### src/hw/rtl/tcg_pkg.sv
`timescale 1ns / 1ps

package tcg_pkg;

  // geometry defaults
  localparam int GLYPH_COUNT  = 256;
  localparam int GLYPH_ROWS   = 17;
  localparam int TEXT_COLUMNS = 64;
  localparam int TEXT_ROWS    = 32;

  localparam int GLYPH_W    = 8;
  localparam int CURSOR_W   = 6;
  localparam int ROW_MAX    = 63;
  localparam int CFG_IDX_W  = 3;
  localparam int CFG_DATA_W = 32;
  localparam int SCALE_W    = 5;
  localparam int SCROLL_W   = 9;
  localparam int PIXEL_X_W  = 9;
  localparam int PIXEL_Y_W  = 10;

  localparam logic [31:0] TRANSPARENT = 32'h8000_0000;

  // input commands
  localparam logic [1:0] CMD_PUT  = 2'd0;
  localparam logic [1:0] CMD_LOAD = 2'd1;
  localparam logic [1:0] CMD_HOME = 2'd2;

  // result kinds
  localparam logic [1:0] KIND_SCROLL = 2'd0;
  localparam logic [1:0] KIND_ROW    = 2'd1;
  localparam logic [1:0] KIND_SWAP   = 2'd2;

  // register indexes
  localparam logic [CFG_IDX_W-1:0] CFG_FG     = 3'd0;
  localparam logic [CFG_IDX_W-1:0] CFG_BG     = 3'd1;
  localparam logic [CFG_IDX_W-1:0] CFG_SCALEX = 3'd2;
  localparam logic [CFG_IDX_W-1:0] CFG_SCALEY = 3'd3;
  localparam logic [CFG_IDX_W-1:0] CFG_DBL    = 3'd4;

  typedef struct packed {
    logic in_ready;
    logic do_scroll;
    logic do_row;
    logic do_swap;
  } ctl_cmd_t;

  typedef struct packed {
    logic put_req;
    logic issue_ok;
    logic row_ge;
    logic more_scroll;
    logic row_last;
    logic swap_req;
  } dp_sts_t;

  function automatic logic [SCALE_W-1:0] clamp_scale(input logic [SCALE_W-1:0] s);
    logic [SCALE_W-1:0] r;
    r = s;
    if (s == '0) r = SCALE_W'(1);
    else if (s > SCALE_W'(16)) r = SCALE_W'(16);
    return r;
  endfunction

  function automatic logic [CURSOR_W-1:0] row_inc(input logic [CURSOR_W-1:0] r);
    logic [CURSOR_W-1:0] n;
    n = r;
    if (r < CURSOR_W'(ROW_MAX)) n = r + CURSOR_W'(1);
    return n;
  endfunction

endpackage

### src/hw/rtl/tcg_ctrl.sv
`timescale 1ns / 1ps

module tcg_ctrl import tcg_pkg::*; (
  input  logic     clk_i,
  input  logic     rst_ni,
  input  dp_sts_t  sts_i,
  output ctl_cmd_t cmd_o
);

  localparam logic [1:0] S_IDLE   = 2'd0;
  localparam logic [1:0] S_SCROLL = 2'd1;
  localparam logic [1:0] S_GLYPH  = 2'd2;
  localparam logic [1:0] S_SWAP   = 2'd3;

  logic [1:0] state_q, state_d;

  always_comb begin
    state_d         = state_q;
    cmd_o           = '0;
    unique case (state_q)
      S_IDLE: begin
        cmd_o.in_ready = 1'b1;
        if (sts_i.put_req) begin
          state_d = sts_i.row_ge ? S_SCROLL : S_GLYPH;
        end
      end
      S_SCROLL: begin
        cmd_o.do_scroll = sts_i.issue_ok;
        if (sts_i.issue_ok && !sts_i.more_scroll) state_d = S_GLYPH;
      end
      S_GLYPH: begin
        cmd_o.do_row = sts_i.issue_ok;
        if (sts_i.issue_ok && sts_i.row_last) begin
          state_d = sts_i.swap_req ? S_SWAP : S_IDLE;
        end
      end
      S_SWAP: begin
        cmd_o.do_swap = sts_i.issue_ok;
        if (sts_i.issue_ok) state_d = S_IDLE;
      end
      default: state_d = S_IDLE;
    endcase
  end

  always_ff @(posedge clk_i or negedge rst_ni) begin
    if (!rst_ni) begin
      state_q <= S_IDLE;
    end else begin
      state_q <= state_d;
    end
  end

endmodule

### config.mk
export PLATFORM = sky130hd
export DESIGN_NAME = tcg_ctrl
export DESIGN_NICKNAME = d
export VERILOG_FILES = /design/src/hw/rtl/tcg_pkg.sv /design/src/hw/rtl/tcg_ctrl.sv
export SDC_FILE = /design/constraint.sdc
export NUM_CORES = 1
export LEC_CHECK = 0
export BUFFER_PORTS_ARGS = -buffer_cell sky130_fd_sc_hd__buf_2
export CAP_MARGIN = 20
export CORE_AREA = 2 2 39 41
export CTS_CLUSTER_SIZE = 8
export DETAILED_ROUTE_END_ITERATION = 7
export DIE_AREA = 0 0 41 43
export PLACE_DENSITY = 0.37
export SYNTH_ARGS = -nofsm -noshare
export SYNTH_HDL_FRONTEND = slang
export SYNTH_SLANG_ARGS = --single-unit
### constraint.sdc
create_clock -name clk_i -period 1.23 [get_ports clk_i]
set_input_delay 0.246 -clock clk_i [delete_from_list [all_inputs] [get_ports clk_i]]
set_output_delay 0.246 -clock clk_i [all_outputs]
set_load 0.005 [all_outputs]
==> impl_metrics.json, run 1 <==
{
  "core.rowCount": 14,
  "final_cell_mix": "sky130_fd_sc_hd__buf_2, sky130_fd_sc_hd__nand2_1, sky130_fd_sc_hd__nor2_1, sky130_fd_sc_hd__nor3b_2, sky130_fd_sc_hd__clkbuf_4",
  "final_common_cell": "sky130_fd_sc_hd__buf_2",
  "timing.final.crit_period_ps": 1200,
  "worst_clock_skew_ps": 5.27,
  "crit_arrival_ps": 960,
  "root_buffer": "sky130_fd_sc_hd__clkbuf_4",
  "antennaDiodeCount": 0,
  "design.portCount": 12,
  "leakagePower_nw": 0.146,
  "grt_pass1_wl_um": 821,
  "min_path_type": "in2async",
  "via_per_inst": 3.93,
  "cts_buffer_depth": 2,
  "congestion_overflow_gr": 0,
  "post_synth_main_area_contributors": "sky130_fd_sc_hd__dfrtp_1, sky130_fd_sc_hd__nand2_1, sky130_fd_sc_hd__nor3b_1, sky130_fd_sc_hd__nor3b_2, sky130_fd_sc_hd__buf_6",
  "synth_largest_type_area_fraction": 0.296,
  "fin_util": 0.219,
  "cts_max_level": 1,
  "stdcell_area_um2": 303,
  "timing.critical_path.cells": "nor3b_2, buf_2",
  "die_w_um": 41,
  "synth-compound-area-share": 0.230,
  "final-hold-violation-count": 0,
  "core_area_mm2": 0.00138,
  "die_height_um": 43,
  "worst_setup_path_start_kind": "register",
  "drt_first_iter_violations": 11,
  "drt-pass1-iter-count": 4,
  "p_total_w": 0.000606,
  "drt_wl_total_um": 531,
  "fp.dieArea_mm2": 0.00176,
  "synthesis.area_um2": 169,
  "drc_errors": 0,
  "pin_count_of_the_biggest_net_entering_global_routing": 9,
  "synthAdderAreaFrac": 0,
  "yosys.area_share.simple": 0.363,
  "portBuffers": 11,
  "reg.largest.list": "state_q: 2 flops",
  "critical_path_peak_fanout": 8,
  "maxClockFrequency_mhz": 832,
  "globalRouteTotalUtil": 0.0741,
  "power.density_mw_per_mm2": 2000,
  "synthesis.area_per_instance_um2": 7.68,
  "critical_path_class": "reg2out",
  "setup_ws_final_ps": 27.8,
  "tritoncts": "built",
  "crit_path_top_delay_cell": "sky130_fd_sc_hd__dfrtp_2",
  "post_synthesis_xor_xnor_area_fraction": 0,
  "ys_warn_count": 0,
  "wire_per_inst_um": 9.83,
  "largest_register": "state_q",
  "timing.final.crit_share": 0.977,
  "ir_worst_vdd_mv": 0.660,
  "crit_required_ps": 980,
  "fin_setup_tns_ps": 0,
  "clock_sinks": 2,
  "synth.ff_latch_count": 2,
  "max-cap-violations": 0,
  "final-setup-viol-count": 0,
  "post_detailed_route_count_of_antenna_violating_nets": 0,
  "crit_path_end_kind": "output port",
  "finish.net_count": 48,
  "post-dp-hpwl_um": 332,
  "synth-seq-area-share": 0.296,
  "detailedPlace.worstSlack_ps": 145,
  "maxSlewHeadroom": 0.888,
  "routabilityCongestion": 0.640,
  "syn_nets": 30,
  "tightest_slew_ps": 168,
  "synth_cell_type_count": 14,
  "dr_total_vias": 212,
  "synthToLayoutAreaGrowth_pct": 79.3,
  "first_global_vias": 208,
  "synth.mux.area_fraction": 0,
  "worst_path_max_stage_delay_ps": 450,
  "final_max_slew_viol_count": 0,
  "cts.clk_slew.worst_paths_ps": 30,
  "postPlaceCellArea_um2": 233,
  "start_util": 0.122,
  "insertion_delay_ps": 230,
  "number_of_antenna_violations_at_the_first_check_in_global_routing": 0,
  "syn_inst": 22,
  "drive_gt1_frac": 0.579,
  "numCtsBuffers": 3,
  "outcome": "finished, final reports clean",
  "largest_reg_flops": 2,
  "synth.largest_area_cell": "sky130_fd_sc_hd__dfrtp_1",
  "main_combinational_cell_family_by_area_after_synthesis": "simple AND/OR/NAND/NOR gates",
  "unrepaired_setup_endpoints_after_global_routing": "true"
}
## logic make-up (layout without fill, tap and decap cells)
kind of cell           Yosys count  count (layout)
AOI/OAI and AO/OA                6               6
DFF                              2               2
and+or+nand+nor                 11              11
buffers and inverters            3              19
## metal layers
| metal | GRT usage | vias to the layer above | share of wire |
|---|---|---|---|
| met5 | 0 | - | 0 |
| met4 | 0.0600 | 0 | 0 |
| met3 | 0.0314 | 0 | 0.12 |
| met2 | 0.0906 | 11 | 0.38 |
| met1 | 0.0958 | 92 | 0.50 |
| li1 | - | 109 | - |
## synthesized netlist by cell type, drive strengths merged
cell type,n
a21oi,1
a22oi,1
and3,1
buf,1
dfrtp,2
inv,2
nand2,4
nor2,3
nor3b,3
o211ai,1
o21a,1
o21ai,1
o22ai,1
## through the flow
| stage | hold WS, ps | cells |
|---|---|---|
| after floorplan | -49.6 | 22 |
| after global placement | 34.5 | 48 |
| after detailed placement | 31.5 | 48 |
| after CTS | 333 | 54 |
| after global routing | 353 | 54 |
| final | 340 | 54 |
## final timing paths
kind,start,end,slack [ps],cells past startpoint
hold reg to reg,state_q[0]$_DFFE_PN0P_,state_q[1]$_DFFE_PN0P_,560,1
max in group asynchronous,rst_ni,state_q[0]$_DFFE_PN0P_,780,2
setup / recovery,state_q[0]$_DFFE_PN0P_,cmd_o[2],30,2
min in group clk_i,sts_i[3],state_q[1]$_DFFE_PN0P_,390,4
setup reg to reg,state_q[1]$_DFFE_PN0P_,state_q[1]$_DFFE_PN0P_,110,4
hold / removal,rst_ni,state_q[1]$_DFFE_PN0P_,340,2
## area by class of cell
| cell class | count | area [µm²] |
|---|---|---|
| Fill cell | 155 | 1080 |
| Multi-Input combinational cell | 17 | 114 |
| Timing Repair Buffer | 14 | 86.3 |
| Sequential cell | 2 | 52.6 |
| Clock buffer | 3 | 22.5 |
| Tap cell | 16 | 20.0 |
| Inverter | 2 | 7.51 |
## power by group
| group | leakage (nW) | internal [W] | switching, W |
|---|---|---|---|
| logic | 0.110 | 0.000169 | 0.000114 |
| registers | 0.0214 | 0.000108 | 0.0000682 |
| clock network | 0.0138 | 0.000108 | 0.0000391 |
| total | 0.146 | 0.000385 | 0.000221 |
## what timing repair did
item | CTS | global route
endpoints found under the hold margin | 2 | 0
buffers inserted | 2 | 0
pin swaps | 1 | 0
resized for setup | 4 | 2
hold buffers | 1 | 0
endpoints found under the setup margin | 3 | 3
## worst max-delay path: cells and delay by family, from the launching register on
family	cells	cell delay [ps]
flip-flops	1	450
buffers and inverters	1	120
AND/OR/NAND/NOR	1	170
(Power assumes the default switching activity.)
==> inputs of run 2 (changes only) <==
Settings changed: BUFFER_PORTS_ARGS -buffer_cell sky130_fd_sc_hd__buf_2 to -buffer_cell sky130_fd_sc_hd__buf_4.
==> run 2 against run 1 <==
Compared with the run above:
- highest routed layer unchanged
- hold slack gained 6.6 ps
- sequential power shrank 3%
- non-clock buffer count grew 1
- combinational power grew 11%
==> impl_metrics.json, run 2 (same netlist as run 1, synthesis figures left out) <==
{
  "crit_path_end_kind": "output port",
  "largest_register": "state_q",
  "final_max_slew_viol_count": 0,
  "drt-pass1-iter-count": 3,
  "numCtsBuffers": 3,
  "routabilityCongestion": 0.684,
  "number_of_antenna_violations_at_the_first_check_in_global_routing": 0,
  "timing.final.crit_period_ps": 1200,
  "worst_setup_path_start_kind": "register",
  "wirelength_met1_um": 268,
  "synthToLayoutAreaGrowth_pct": 93.3,
  "dr.max_layer_used": "met3",
  "cpLargestDelayFamily": "flip-flops",
  "cts.clk_slew.worst_paths_ps": 30,
  "drive_gt1_frac": 0.538,
  "timing.final.crit_share": 0.979,
  "critical_path_class": "reg2out",
  "route.met3.wl_um": 67,
  "cts_max_level": 1,
  "crit_path_top_delay_cell": "sky130_fd_sc_hd__dfrtp_2",
  "final_common_cell": "sky130_fd_sc_hd__buf_4",
  "critical_path_peak_fanout": 7,
  "root_buffer": "sky130_fd_sc_hd__clkbuf_4",
  "drt_wl_total_um": 522,
  "drc_errors": 0,
  "insertion_delay_ps": 230,
  "post-dp-hpwl_um": 338,
  "reg.largest.list": "state_q: 2 flops",
  "die_height_um": 43,
  "core_area_mm2": 0.00138,
  "max-cap-violations": 0,
  "timing.critical_path.cells": "nor3b_2, buf_4",
  "min_path_type": "in2async",
  "crit_required_ps": 980,
  "maxClockFrequency_mhz": 830,
  "drt_first_iter_violations": 5,
  "fp.dieArea_mm2": 0.00176,
  "worst_path_max_stage_delay_ps": 440,
  "pin_count_of_the_biggest_net_entering_global_routing": 9,
  "post_detailed_route_count_of_antenna_violating_nets": 0,
  "wire_per_inst_um": 9.49,
  "fin_setup_tns_ps": 0,
  "core.rowCount": 14,
  "tightest_slew_ps": 221,
  "congestion_overflow_gr": 0,
  "dr_total_vias": 216,
  "unrepaired_setup_endpoints_after_global_routing": "true",
  "worst_clock_skew_ps": 1.22,
  "leakagePower_nw": 0.152,
  "nFillCells": 159,
  "cts_buffer_depth": 2,
  "grt_pass1_wl_um": 828,
  "final_cell_mix": "sky130_fd_sc_hd__buf_4, sky130_fd_sc_hd__nand2_1, sky130_fd_sc_hd__nor2_1, sky130_fd_sc_hd__clkbuf_4",
  "total_buffers_and_inverters_traversed_by_the_critical_path": 1,
  "portBuffers": 11,
  "start_util": 0.122,
  "via_per_inst": 3.93,
  "ir_worst_vdd_mv": 0.618,
  "design.portCount": 12,
  "tritoncts": "built",
  "fin_util": 0.236,
  "clock_sinks": 2,
  "instances_no_fill": 55,
  "globalRouteTotalUtil": 0.0731,
  "largest_reg_flops": 2,
  "met2RoutedLength_um": 186,
  "antennaDiodeCount": 0,
  "die_w_um": 41,
  "placedCellCount": 48,
  "outcome": "finished, final reports clean",
  "final-setup-viol-count": 0,
  "finish.net_count": 49,
  "first_global_vias": 201,
  "maxSlewHeadroom": 0.852,
  "final-hold-violation-count": 0,
  "power.density_mw_per_mm2": 1950,
  "crit_arrival_ps": 960
}
-- run 2: cell count changes in the layout (fill, tap and decap cells not counted), sizes merged --
cell and change:
buf +1
-- run 2: area by class of cell --
type / instances / area, µm² / share of cell area
inverter: 2 / 7.51 / 0.0230
multi-input combinational: 17 / 109 / 0.333
tap: 16 / 20.0 / 0.0613
timing repair buffer: 15 / 115 / 0.352
clock buffer: 3 / 22.5 / 0.0690
sequential: 2 / 52.6 / 0.161
-- run 2: final timing paths --
path,startpoint,to,slack (ps),depth (start not counted)
max,state_q[0]$_DFFE_PN0P_,cmd_o[2],30,2
min,rst_ni,state_q[0]$_DFFE_PN0P_,350,2
max reg2reg,state_q[1]$_DFFE_PN0P_,state_q[1]$_DFFE_PN0P_,110,4
min reg2reg,state_q[0]$_DFFE_PN0P_,state_q[0]$_DFFE_PN0P_,580,1
max in group asynchronous,rst_ni,state_q[1]$_DFFE_PN0P_,780,2
min in group clk_i,sts_i[3],state_q[1]$_DFFE_PN0P_,350,4
-- run 2: worst reg2reg max path: stages, from the launching register on --
cell	delay [ps]
sky130_fd_sc_hd__dfrtp_2	430
sky130_fd_sc_hd__buf_1	170
sky130_fd_sc_hd__nor3b_1	210
sky130_fd_sc_hd__nor2_1	60
sky130_fd_sc_hd__a22oi_1	170
-- run 2: what timing repair did --
action | CTS | global route
pin swaps | 1 | 0
gates resized for setup | 4 | 1
setup buffers | 2 | 1
endpoints found under the setup margin | 3 | 2
hold buffers | 1 | 0
endpoints found under the hold margin | 2 | 0
-- run 2: where the power goes --
| group | total (W) | switching [W] | internal, W | leakage (nW) |
|---|---|---|---|---|
| logic | 0.000314 | 0.000118 | 0.000196 | 0.117 |
| registers | 0.000170 | 0.0000624 | 0.000108 | 0.0214 |
| clock network | 0.000150 | 0.0000422 | 0.000108 | 0.0138 |
-- run 2: through the flow --
stage               hold WS, ps  instance area [µm²]  setup WS, ps  total power [W]
floorplan                 -49.6                  169           262         0.000313
global placement           31.0                  260           142         0.000389
detailed placement         30.6                  260           138         0.000394
CTS                         340                  315         0.176         0.000616
global route                348                  327         -31.5         0.000700
finish                      347                  327          25.6         0.000635
-- run 2: routing by layer --
layer,vias to the layer above,GRT usage
met2,11,0.0781
met4,0,0.0800
met1,94,0.102
met5,-,0
met3,0,0.0209
li1,111,-
